## config.mk

```make
export PLATFORM = sky130hd
export DESIGN_NAME = smts_front
export DESIGN_NICKNAME = d
export VERILOG_FILES = /design/src/hdl/smts_pkg.sv /design/src/hdl/smts_front.sv
export SDC_FILE = /design/constraint.sdc
export NUM_CORES = 1
export LEC_CHECK = 0
export ABC_AREA = 1
export BUFFER_PORTS_ARGS = -buffer_cell sky130_fd_sc_hd__buf_2
export CAP_MARGIN = 20
export CORE_AREA = 2 2 544 546
export CTS_CLUSTER_SIZE = 28
export DETAILED_ROUTE_END_ITERATION = 10
export DIE_AREA = 0 0 546 548
export GPL_TIMING_DRIVEN = 0
export SLEW_MARGIN = 20
export SYNTH_ARGS = -nofsm -noshare
export SYNTH_HDL_FRONTEND = slang
export SYNTH_SLANG_ARGS = --single-unit
```

## constraint.sdc

```tcl
create_clock -name clk -period 12.12 [get_ports clk]
set_input_delay 3.636 -clock clk [delete_from_list [all_inputs] [get_ports clk]]
set_output_delay 3.636 -clock clk [all_outputs]
set_load 0.05 [all_outputs]
```

## src/hdl/smts_pkg.sv

```systemverilog
// Shared types, constants and helper functions of the midpoint triangle subdivider.
package smts_pkg;

  localparam int ATTR_W   = 32;  // width of one vertex attribute
  localparam int FRAC_DEF = 16;  // default number of fraction bits
  localparam int NORM_TOP = 30;  // largest normalized magnitude lies in [2^29, 2^30)
  localparam int QDEPTH   = 2;   // triangle queue depth

  typedef logic signed [ATTR_W-1:0] attr_t;
  typedef attr_t [2:0] vec3_t;

  typedef struct packed {
    attr_t pos_x;
    attr_t pos_y;
    attr_t pos_z;
    attr_t nrm_x;
    attr_t nrm_y;
    attr_t nrm_z;
    attr_t tan_x;
    attr_t tan_y;
    attr_t tan_z;
    attr_t tex_u;
    attr_t tex_v;
  } vtx_t;

  typedef struct packed {
    attr_t out_pos_x;
    attr_t out_pos_y;
    attr_t out_pos_z;
    attr_t out_nrm_x;
    attr_t out_nrm_y;
    attr_t out_nrm_z;
    attr_t out_tan_x;
    attr_t out_tan_y;
    attr_t out_tan_z;
    attr_t out_tex_u;
    attr_t out_tex_v;
    logic  group_last;
  } res_t;

  typedef struct packed {
    vtx_t v2;
    vtx_t v1;
    vtx_t v0;
  } tri_t;

  // Floored average of two signed values, computed without overflow.
  function automatic attr_t avg(attr_t a, attr_t b);
    logic [ATTR_W:0] s;
    s = {a[ATTR_W-1], a} + {b[ATTR_W-1], b};
    return s[ATTR_W:1];
  endfunction

  function automatic res_t mk_res(vtx_t v, logic last);
    res_t r;
    r.out_pos_x  = v.pos_x;
    r.out_pos_y  = v.pos_y;
    r.out_pos_z  = v.pos_z;
    r.out_nrm_x  = v.nrm_x;
    r.out_nrm_y  = v.nrm_y;
    r.out_nrm_z  = v.nrm_z;
    r.out_tan_x  = v.tan_x;
    r.out_tan_y  = v.tan_y;
    r.out_tan_z  = v.tan_z;
    r.out_tex_u  = v.tex_u;
    r.out_tex_v  = v.tex_v;
    r.group_last = last;
    return r;
  endfunction

endpackage

```

## src/hdl/smts_front.sv

```systemverilog
// Front end: collects the corners of a triangle and queues the complete triangle.
module smts_front
  import smts_pkg::*;
(
  input  logic clk,
  input  logic rst,
  input  logic push,
  output logic full,
  input  vtx_t vertex,
  input  logic q_full,
  output logic q_push,
  output tri_t q_data
);

  logic [1:0] corner_count;
  vtx_t       v0;
  vtx_t       v1;
  logic       take;

  // The third corner can only be taken when the queue has room for the triangle.
  assign full   = (corner_count == 2'd2) && q_full;
  assign take   = push && !full;
  assign q_push = take && (corner_count == 2'd2);
  assign q_data = '{v2: vertex, v1: v1, v0: v0};

  always_ff @(posedge clk) begin
    if (rst) begin
      corner_count <= 2'd0;
    end else if (take) begin
      if (corner_count == 2'd2) begin
        corner_count <= 2'd0;
      end else begin
        corner_count <= corner_count + 2'd1;
      end
      if (corner_count == 2'd0) begin
        v0 <= vertex;
      end
      if (corner_count == 2'd1) begin
        v1 <= vertex;
      end
    end
  end

endmodule

```

==> results.tsv, run 1 <==
metric	value	unit
status	completed	
GR Util met1	13.5	%
H-tree Lvls	3	
Die Y	548	µm
Worst Setup Start Kind	input pin	
number of I/O port buffers	1413	
row cnt	199	
Tot GR Track Use	11.0	%
sequential share of power	44.3	%
final period utilization	69.1	%
vias in the first global route	16600	
I/O pin total	1414	
total power	6.36	mW
switching power	1.96	mW
CP Capture Type	output port	
final core occ	13.3	%
sw frac	30.9	%
final hold vios	0	
maximum vdd drop	0.000108	V
global routing usage on met2	15.5	%
routed vias	17400	
Pwr Density	164	nW/µm²
CP max FO	3	
CTS resizes	0	
Async S/R FF share, synth	0	%
worst setup path category	input pin to output port	
DRC viols	0	
Bufs on Longest Clock Path	4	
Worst Path Arrival	4.74	ns
routed wire length	174000	µm
hold_buf cts	0	
Synth Warn #	0	
initial core utilization	8.16	%
Max Transition Viols Final	0	
power share of the clock group	39.1	%
initial antenna violation count	154	
Die Area	299000	µm²
First DRT Iteration DRCs	1778	
CP max-delay cell	buf_2	
top-area cell type share of the netlist area	88.4	%
number of iterations in the first detailed-routing pass	5	
synth top area cells	edfxtp_1 88%, buf_4 11%, dfxtp_1 0.17%	
synthesized flop and latch total	706	
largest net degree at the start of global routing	102	
grt total ovfl	0	
cell mode on critical path	buf_2	
Clk Tree Root Cell	clkbuf_16	
Post-Syn Area	23900	µm²
Antenna Violating Nets Remaining	0	
most frequent cells after synthesis	704 x edfxtp_1, 352 x buf_4, 5 x inv_1	
slew margin rel.	50.4	%
Area Growth Syn to Fin	62.6	%
RSZ-0062 raised after global routing	no	
post-place setup slack	3.67	ns
Worst Path Buf+Inv	3	
CTS tree	done	
GP Congestion	0.923	
leak pwr	15.1	nW
HP Class	flip-flop to flip-flop	
clk_skew	0.0297	ns
share of cells above drive strength 1	71.5	%
Worst-Skew Late Latency	0.80	ns
ys flop type	edfxtp_1	
gr busiest metal	met2	
most instantiated library cell after synthesis	edfxtp_1	
die width	546	µm
Finish-stage setup viols	0	
final setup margin	3.74	ns
fin crit period	8.38	ns
synthesized instance count	1073	
crit path cell chain	buf_2, buf_4, buf_2	
maximum operating frequency	119	MHz
peak per-stage delay on the critical path	0.56	ns
first-pass GRT wire length	206000	µm
cell family with most CP delay	buffers and inverters	
EDFF count, synth	704	
clock slew at reported path FFs	0.06	ns
sequential area share after synthesis	88.6	%
Core Area	293000	µm²
Internal	4.40	mW
HPWL Detailed	152000	µm
Avg Vias per Cell	2.62	
Worst Tran Pin Value	0.744	ns
post-CTS setup buffers	0	
setup_tns	0	ns
mean routed wirelength per cell	26.2	µm
Req. time, crit path	8.48	ns
Mapped Nets	1429	
Synth Area per Inst	22.3	µm²
Comb power frac	16.7	%
Yosys top cell by area	edfxtp_1	
GR Util met3	6.17	%
Final nets	2936	
Layout fillers	32900	
count of cell types in the netlist	11	
clock sink count	706	
max_cap viols	0	
CTS buffer count	84	
==> cell type report <==
| type | count | area, µm² | share of cell area, % |
|---|---|---|---|
| inverter | 6 | 37.5 | 0.0966 |
| tap | 3919 | 4900 | 12.6 |
| clock inverter | 41 | 395 | 1.02 |
| sequential | 706 | 21200 | 54.5 |
| antenna | 69 | 173 | 0.444 |
| timing repair buffer | 1421 | 7290 | 18.8 |
| clock buffer | 105 | 2190 | 5.64 |
| buffer | 352 | 2640 | 6.80 |
| multi-input combinational | 9 | 56.3 | 0.145 |
==> layout by cell type (no fill, tap or decap) <==
cell type,count
buf_2,1413
edfxtp_1,704
buf_4,352
clkbuf_16,84
diode_2,69
clkbuf_1,20
clkinv_1,17
buf_16,8
bufinv_16,5
clkinv_2,5
inv_6,4
clkinvlp_4,4
inv_1,3
inv_8,3
nand4_1,2
nand3_1,2
nand2_1,2
clkinv_8,2
clkinv_4,2
dfxtp_1,2
inv_2,1
nand3_2,1
nand2_2,1
nor3_2,1
clkinv_16,1
clkbuf_8,1
==> power by group through the flow <==
stage	logic, mW	clock network [mW]	registers (mW)
after floorplan	0.348	0	3.18
after global placement	1.06	0	2.92
after detailed placement	1.07	0	2.87
after CTS	1.07	2.57	2.82
after global routing	1.09	2.66	2.82
final	1.06	2.48	2.82
==> worst register-to-register path, cell delays in order (launching register included) <==
cell	delay, ns
dfxtp_1	0.34
inv_1	0.12
nand4_1	0.25
inv_8	0.29
buf_16	0.33
buf_16	0.56
==> stage by stage <==
stage	area (µm²)	std cells	hold slack, ns
floorplan	23900	1073	0.469
global placement	35900	6405	0.497
detailed placement	36100	6413	0.508
CTS	38700	6559	0.517
global route	38800	6593	0.531
finish	38900	6628	0.519
==> sequential cells by signal (all words and copies together) (netlist names) <==
signal        flops
q_data          704
corner_count      2
==> cells by family (layout without fill, tap and decap cells) <==
| family | after synthesis | in the layout | synth area share (%) |
|---|---|---|---|
| flip-flops | 706 | 706 | 88.6 |
| AND/OR/NAND/NOR | 9 | 9 | 0.236 |
| buffers and inverters | 358 | 1925 | 11.2 |
| other | 0 | 69 | 0 |
==> per-layer routing <==
metal  part of all wire, %  vias to the layer above
met1                    40                     8557
met4                   5.0                       22
li1                      -                     6807
met5                  0.29                        -
met2                    40                     1693
met3                    15                      310
==> path summary, 6_finish.rpt <==
path / start / to / slack [ns] / cells after the start
min reg2reg: corner_count[1]$_SDFFE_PP0P_ / corner_count[1]$_SDFFE_PP0P_ / 0.52 / 2
min: corner_count[1]$_SDFFE_PP0P_ / corner_count[1]$_SDFFE_PP0P_ / 0.52 / 2
max reg2reg: corner_count[1]$_SDFFE_PP0P_ / q_data[519]$_DFFE_PP_ / 9.55 / 5
max: vertex[249] / q_data[953] / 3.74 / 3
(Power assumes the default switching activity.)
==> run 2: changes to the inputs <==
- clock period: 12.12 -> 7.6 ns (I/O delays scaled with it)
==> run 2 against run 1 <==
Clock-buffer cell count fell by 9. Via count rose by 0.97%. Highest routed layer unchanged. Register-to-register slack got worse by 5.0 ns. Total power rose by 59%. Setup slack got worse by 1.6 ns. Largest cell class unchanged.
==> results.tsv, run 2 (synthesized netlist as in run 1, its figures left out) <==
metric	value	unit
status	completed	
CTS buffer count	83	
vias in the first global route	16800	
CP max-delay cell	buf_2	
Max Transition Viols Final	0	
share of cells above drive strength 1	71.9	%
cell family with most CP delay	buffers and inverters	
H-tree Lvls	3	
Worst Tran Pin Value	0.582	ns
First DRT Iteration DRCs	1752	
I/O pin total	1414	
CP Capture Type	output port	
Area Growth Syn to Fin	63.7	%
cell mode on critical path	buf_2	
Final nets	2952	
routed wire length	176000	µm
Tot GR Track Use	11.2	%
clk_skew	0.0533	ns
max reg flops	704	
HPWL Detailed	155000	µm
Placed Area	36400	µm²
final hold vios	0	
CTS resizes	0	
HP Class	flip-flop to flip-flop	
fin crit period	5.48	ns
number of I/O port buffers	1413	
Worst Setup Start Kind	input pin	
largest net degree at the start of global routing	38	
Worst Path Arrival	3.20	ns
RSZ-0062 raised after global routing	no	
DRC viols	0	
hold_buf cts	0	
Finish-stage setup viols	0	
initial core utilization	8.16	%
CTS tree	done	
Worst Path Buf+Inv	3	
first-pass GRT wire length	209000	µm
clock slew at reported path FFs	0.06	ns
Antenna Violating Nets Remaining	0	
crit path cell chain	buf_2, buf_4, buf_2	
routed vias	17600	
Bufs on Longest Clock Path	4	
maximum operating frequency	182	MHz
Req. time, crit path	5.32	ns
Clk Tree Root Cell	clkbuf_16	
max_cap viols	0	
GP Congestion	0.934	
die width	546	µm
number of iterations in the first detailed-routing pass	5	
Die Area	299000	µm²
Pwr Density	259	nW/µm²
initial antenna violation count	142	
setup_tns	0	ns
CP max FO	5	
slew margin rel.	61.2	%
peak per-stage delay on the critical path	0.46	ns
leak pwr	15.2	nW
mean routed wirelength per cell	26.6	µm
Die Y	548	µm
worst setup path category	input pin to output port	
Core Area	293000	µm²
commonest cells after routing, fill and taps aside	1413 x buf_2, 704 x edfxtp_1, 352 x buf_4	
maximum vdd drop	0.000169	V
Worst-Skew Late Latency	0.79	ns
clock sink count	706	
Finished Layout Cells	6624	
Avg Vias per Cell	2.65	
final period utilization	72.1	%
post-CTS setup buffers	0	
grt total ovfl	0	
final instance area	39100	µm²
row cnt	199	
Cell Count Post-Placement	6430	
most common cell after layout, fill and taps aside	buf_2	
==> run 2: changes by cell type in the layout (fill, tap and decap cells not counted), moves of 2 or more <==
cell	previous run	this run
clkinv_2	5	8
inv_8	3	1
clkinv_1	17	19
clkbuf_1	20	13
buf_16	8	3
buf_12	0	22
clkinv_4	2	4
diode_2	69	50
==> run 2: cell type report <==
| cell class | count | area [µm²] |
|---|---|---|
| flip-flops and latches | 706 | 21200 |
| clock inverters | 48 | 445 |
| repair buffers | 1438 | 7590 |
| well taps | 3919 | 4900 |
| multi-input cells | 9 | 56.3 |
| fillers | 32800 | 254000 |
| inverters | 6 | 42.5 |
| plain buffers | 352 | 2640 |
| clock buffers | 96 | 2130 |
| diodes | 50 | 125 |
==> run 2: where the power goes <==
group          internal [mW]  switching, mW  leakage (nW)
combinational          0.349           1.38          7.52
clock                   2.19           1.73          1.25
sequential              4.45         0.0351          6.47
total                   6.99           3.14          15.2
==> run 2: tightest hold or removal path, delay by kind of cell (launching register included) <==
kind	cells	cell delay [ns]
DFF	1	0.33
and+or+nand+nor	2	0.13
==> run 2: layer usage <==
layer	share of wire, %	vias up	track usage (%)
met5	0.091	-	0.522
met4	4.7	20	4.79
met3	14	311	5.56
met2	41	1770	16.1
met1	41	8658	14.0
li1	-	6798	-
==> run 2: metrics by stage <==
stage | setup WS (ns) | hold slack [ns] | power [mW] | util (%)
after floorplan | -0.506 | 0.469 | 5.61 | -
after global placement | -4.43 | 0.496 | 6.33 | 12.2
after detailed placement | 2.07 | 0.507 | 6.31 | 12.4
after CTS | 2.06 | 0.515 | 10.3 | 13.3
after global routing | 2.09 | 0.530 | 10.5 | 13.3
final | 2.12 | 0.513 | 10.1 | 13.3
==> run 2: worst paths after layout <==
| path | to | depth (start not counted) | slack (ns) | start |
|---|---|---|---|---|
| setup / recovery | q_data[935] | 3 | 2.12 | vertex[231] |
| hold / removal | corner_count[1]$_SDFFE_PP0P_ | 2 | 0.51 | corner_count[1]$_SDFFE_PP0P_ |
| setup reg to reg | q_data[205]$_DFFE_PP_ | 9 | 4.57 | corner_count[1]$_SDFFE_PP0P_ |
| hold reg to reg | corner_count[1]$_SDFFE_PP0P_ | 2 | 0.51 | corner_count[1]$_SDFFE_PP0P_ |
==> run 3: changes to the inputs <==
- ABC_AREA: 1 -> 0
- clock period: 7.6 -> 4.9 ns (I/O delays scaled with it)
==> run 3 against run 2 <==
Critical path depth increased by 13. Clock power increased by 63%. Synthesized cell count decreased by 0.28%. Die area unchanged. Sequential power increased by 55%. Wire length increased by 0.97%. First-iteration DRC count increased by 0.57%. Global-route usage increased by 0.12 points. Clock-buffer cell count increased by 1. Synthesized area about the same. Largest power group unchanged. Highest routed layer unchanged.
==> results.tsv, run 3 <==
metric	value	unit
routed length on met3	26800	µm
Die Area	299000	µm²
slew margin rel.	54.2	%
Avg Vias per Cell	2.64	
Max Transition Viols Final	0	
Worst Setup SP	push	
Die Y	548	µm
row cnt	199	
Antenna Violating Nets Remaining	0	
HPWL Detailed	158000	µm
most instantiated library cell after synthesis	edfxtp_1	
Cell Count Post-Placement	6463	
area of the multi-input gates	108	µm²
fin crit period	4.69	ns
final setup margin	0.215	ns
most frequent cells after synthesis	704 x edfxtp_1, 352 x buf_4, 2 x dfxtp_1, 2 x nand2b_1, 2 x nor4b_1	
uppermost routed layer	met5	
ys flop type	edfxtp_1	
synth top area cells	edfxtp_1 88%, buf_4 11%, dfxtp_1 0.17%	
max_cap viols	0	
largest net degree at the start of global routing	18	
CP Capture Type	flip-flop	
sequential area share after synthesis	88.6	%
commonest cells after routing, fill and taps aside	1413 x buf_2, 704 x edfxtp_1, 372 x buf_4	
first-pass GRT wire length	211000	µm
Worst Setup Start Kind	input pin	
initial antenna violation count	139	
leak pwr	15.5	nW
Async S/R FF share, synth	0	%
setup_tns	0	ns
Tot GR Track Use	11.3	%
H-tree Lvls	3	
Bufs on Longest Clock Path	4	
share of cells above drive strength 1	72.4	%
Synth Area per Inst	22.3	µm²
Req. time, crit path	5.36	ns
vias in the first global route	16900	
status	completed	
top-area cell type share of the netlist area	88.5	%
post-place setup slack	-0.974	ns
die width	546	µm
maximum vdd drop	0.000291	V
Worst Tran Pin Value	0.686	ns
Placed Area	36600	µm²
final period utilization	95.6	%
final hold vios	0	
met2 wire len	74400	µm
number of iterations in the first detailed-routing pass	7	
Clk Tree Root Cell	clkbuf_16	
number of I/O port buffers	1413	
initial core utilization	8.16	%
Finish-stage setup viols	0	
synthesized flop and latch total	706	
Finished Layout Cells	6667	
Final nets	2989	
CP max FO	14	
clk_skew	0.0234	ns
Layout fillers	32900	
hold_buf cts	0	
Mapped Nets	1426	
CTS tree	done	
mean routed wirelength per cell	26.7	µm
grt total ovfl	0	
max reg flops	704	
Core Area	293000	µm²
clock sink count	706	
Area Growth Syn to Fin	65.2	%
Reg-to-Reg Start	corner_count[1]$_SDFFE_PP0P_	
HP Class	flip-flop to flip-flop	
CTS buffer count	85	
synthesized instance count	1070	
DRC viols	0	
Metal-1 WL	69000	µm
final instance area	39500	µm²
most common cell after layout, fill and taps aside	buf_2	
clock slew at reported path FFs	0.06	ns
Yosys top cell by area	edfxtp_1	
First DRT Iteration DRCs	1762	
routed wire length	178000	µm
routed vias	17600	
RSZ-0062 raised after global routing	no	
count of cell types in the netlist	13	
Synth Warn #	0	
I/O pin total	1414	
Reg area	21200	µm²
GP Congestion	0.937	
Worst-Skew Late Latency	0.78	ns
Worst Path Arrival	5.15	ns
maximum operating frequency	213	MHz
Post-Syn Area	23900	µm²
EDFF count, synth	704	
Pwr Density	404	nW/µm²
Hold Crit Start	corner_count[0]$_SDFFE_PP0P_	
worst setup path category	input pin to flip-flop	
run 3: timing repair:
item / in CTS / in global routing
gates resized for setup: 0 / 0
setup endpoints to repair: 13 / 0
buffers inserted: 2 / 0
run 3: logic make-up after synthesis:
logic type,after synthesis,share of synthesized area (%)
flip-flops,706,88.6
AO/OA/AOI/OAI,3,0.0942
AND/OR/NAND/NOR,8,0.215
buffers and inverters,353,11.1
run 3: path summary, 6_finish.rpt:
kind | endpoint | slack, ns | cells after the start
worst min register to register | corner_count[0]$_SDFFE_PP0P_ | 0.64 | 2
worst max-delay path | q_data[307]$_DFFE_PP_ | 0.21 | 16
worst max register to register | q_data[307]$_DFFE_PP_ | 0.61 | 15
worst min-delay path | corner_count[0]$_SDFFE_PP0P_ | 0.64 | 2
run 3: report_power, final:
part	leakage (nW)	switching [mW]	internal [mW]	total, mW
combinational	7.68	2.07	0.543	2.62
sequential	6.47	0.0514	6.89	6.94
clock	1.32	2.73	3.67	6.40
run 3: final cells by class:
| class | instances | area share [%] |
|---|---|---|
| Inverter | 1 | 0.00950 |
| Tap cell | 3919 | 12.4 |
| Clock inverter | 53 | 1.39 |
| Buffer | 352 | 6.69 |
| Sequential cell | 706 | 53.6 |
| Antenna cell | 52 | 0.329 |
| Timing Repair Buffer | 1476 | 19.8 |
| Multi-Input combinational cell | 11 | 0.272 |
| Clock buffer | 97 | 5.50 |
run 3: metal layers:
layer / GRT usage (%) / vias to the layer above
li1: - / 6893
met1: 13.5 / 8718
met2: 16.7 / 1732
met3: 6.44 / 282
met4: 4.38 / 8
met5: 0 / -
run 3: critical path: stages:
cell and delay [ns]:
buf_2 0.16, nor4b_4 0.29, buf_4 0.27, buf_6 0.19, buf_4 0.23, buf_6 0.20, buf_6 0.18, buf_6 0.20
buf_6 0.18, buf_4 0.25, buf_4 0.26, buf_6 0.19, buf_4 0.25, buf_4 0.25, buf_4 0.25, buf_4 0.25
run 3: stage by stage:
| stage | hold slack [ns] | utilization [%] | total power [mW] |
|---|---|---|---|
| floorplan | 0.574 | - | 8.66 |
| global placement | 0.594 | 12.3 | 9.77 |
| detailed placement | 0.628 | 12.5 | 9.71 |
| CTS | 0.644 | 13.4 | 16.2 |
| global route | 0.674 | 13.4 | 16.5 |
| finish | 0.640 | 13.5 | 16.0 |
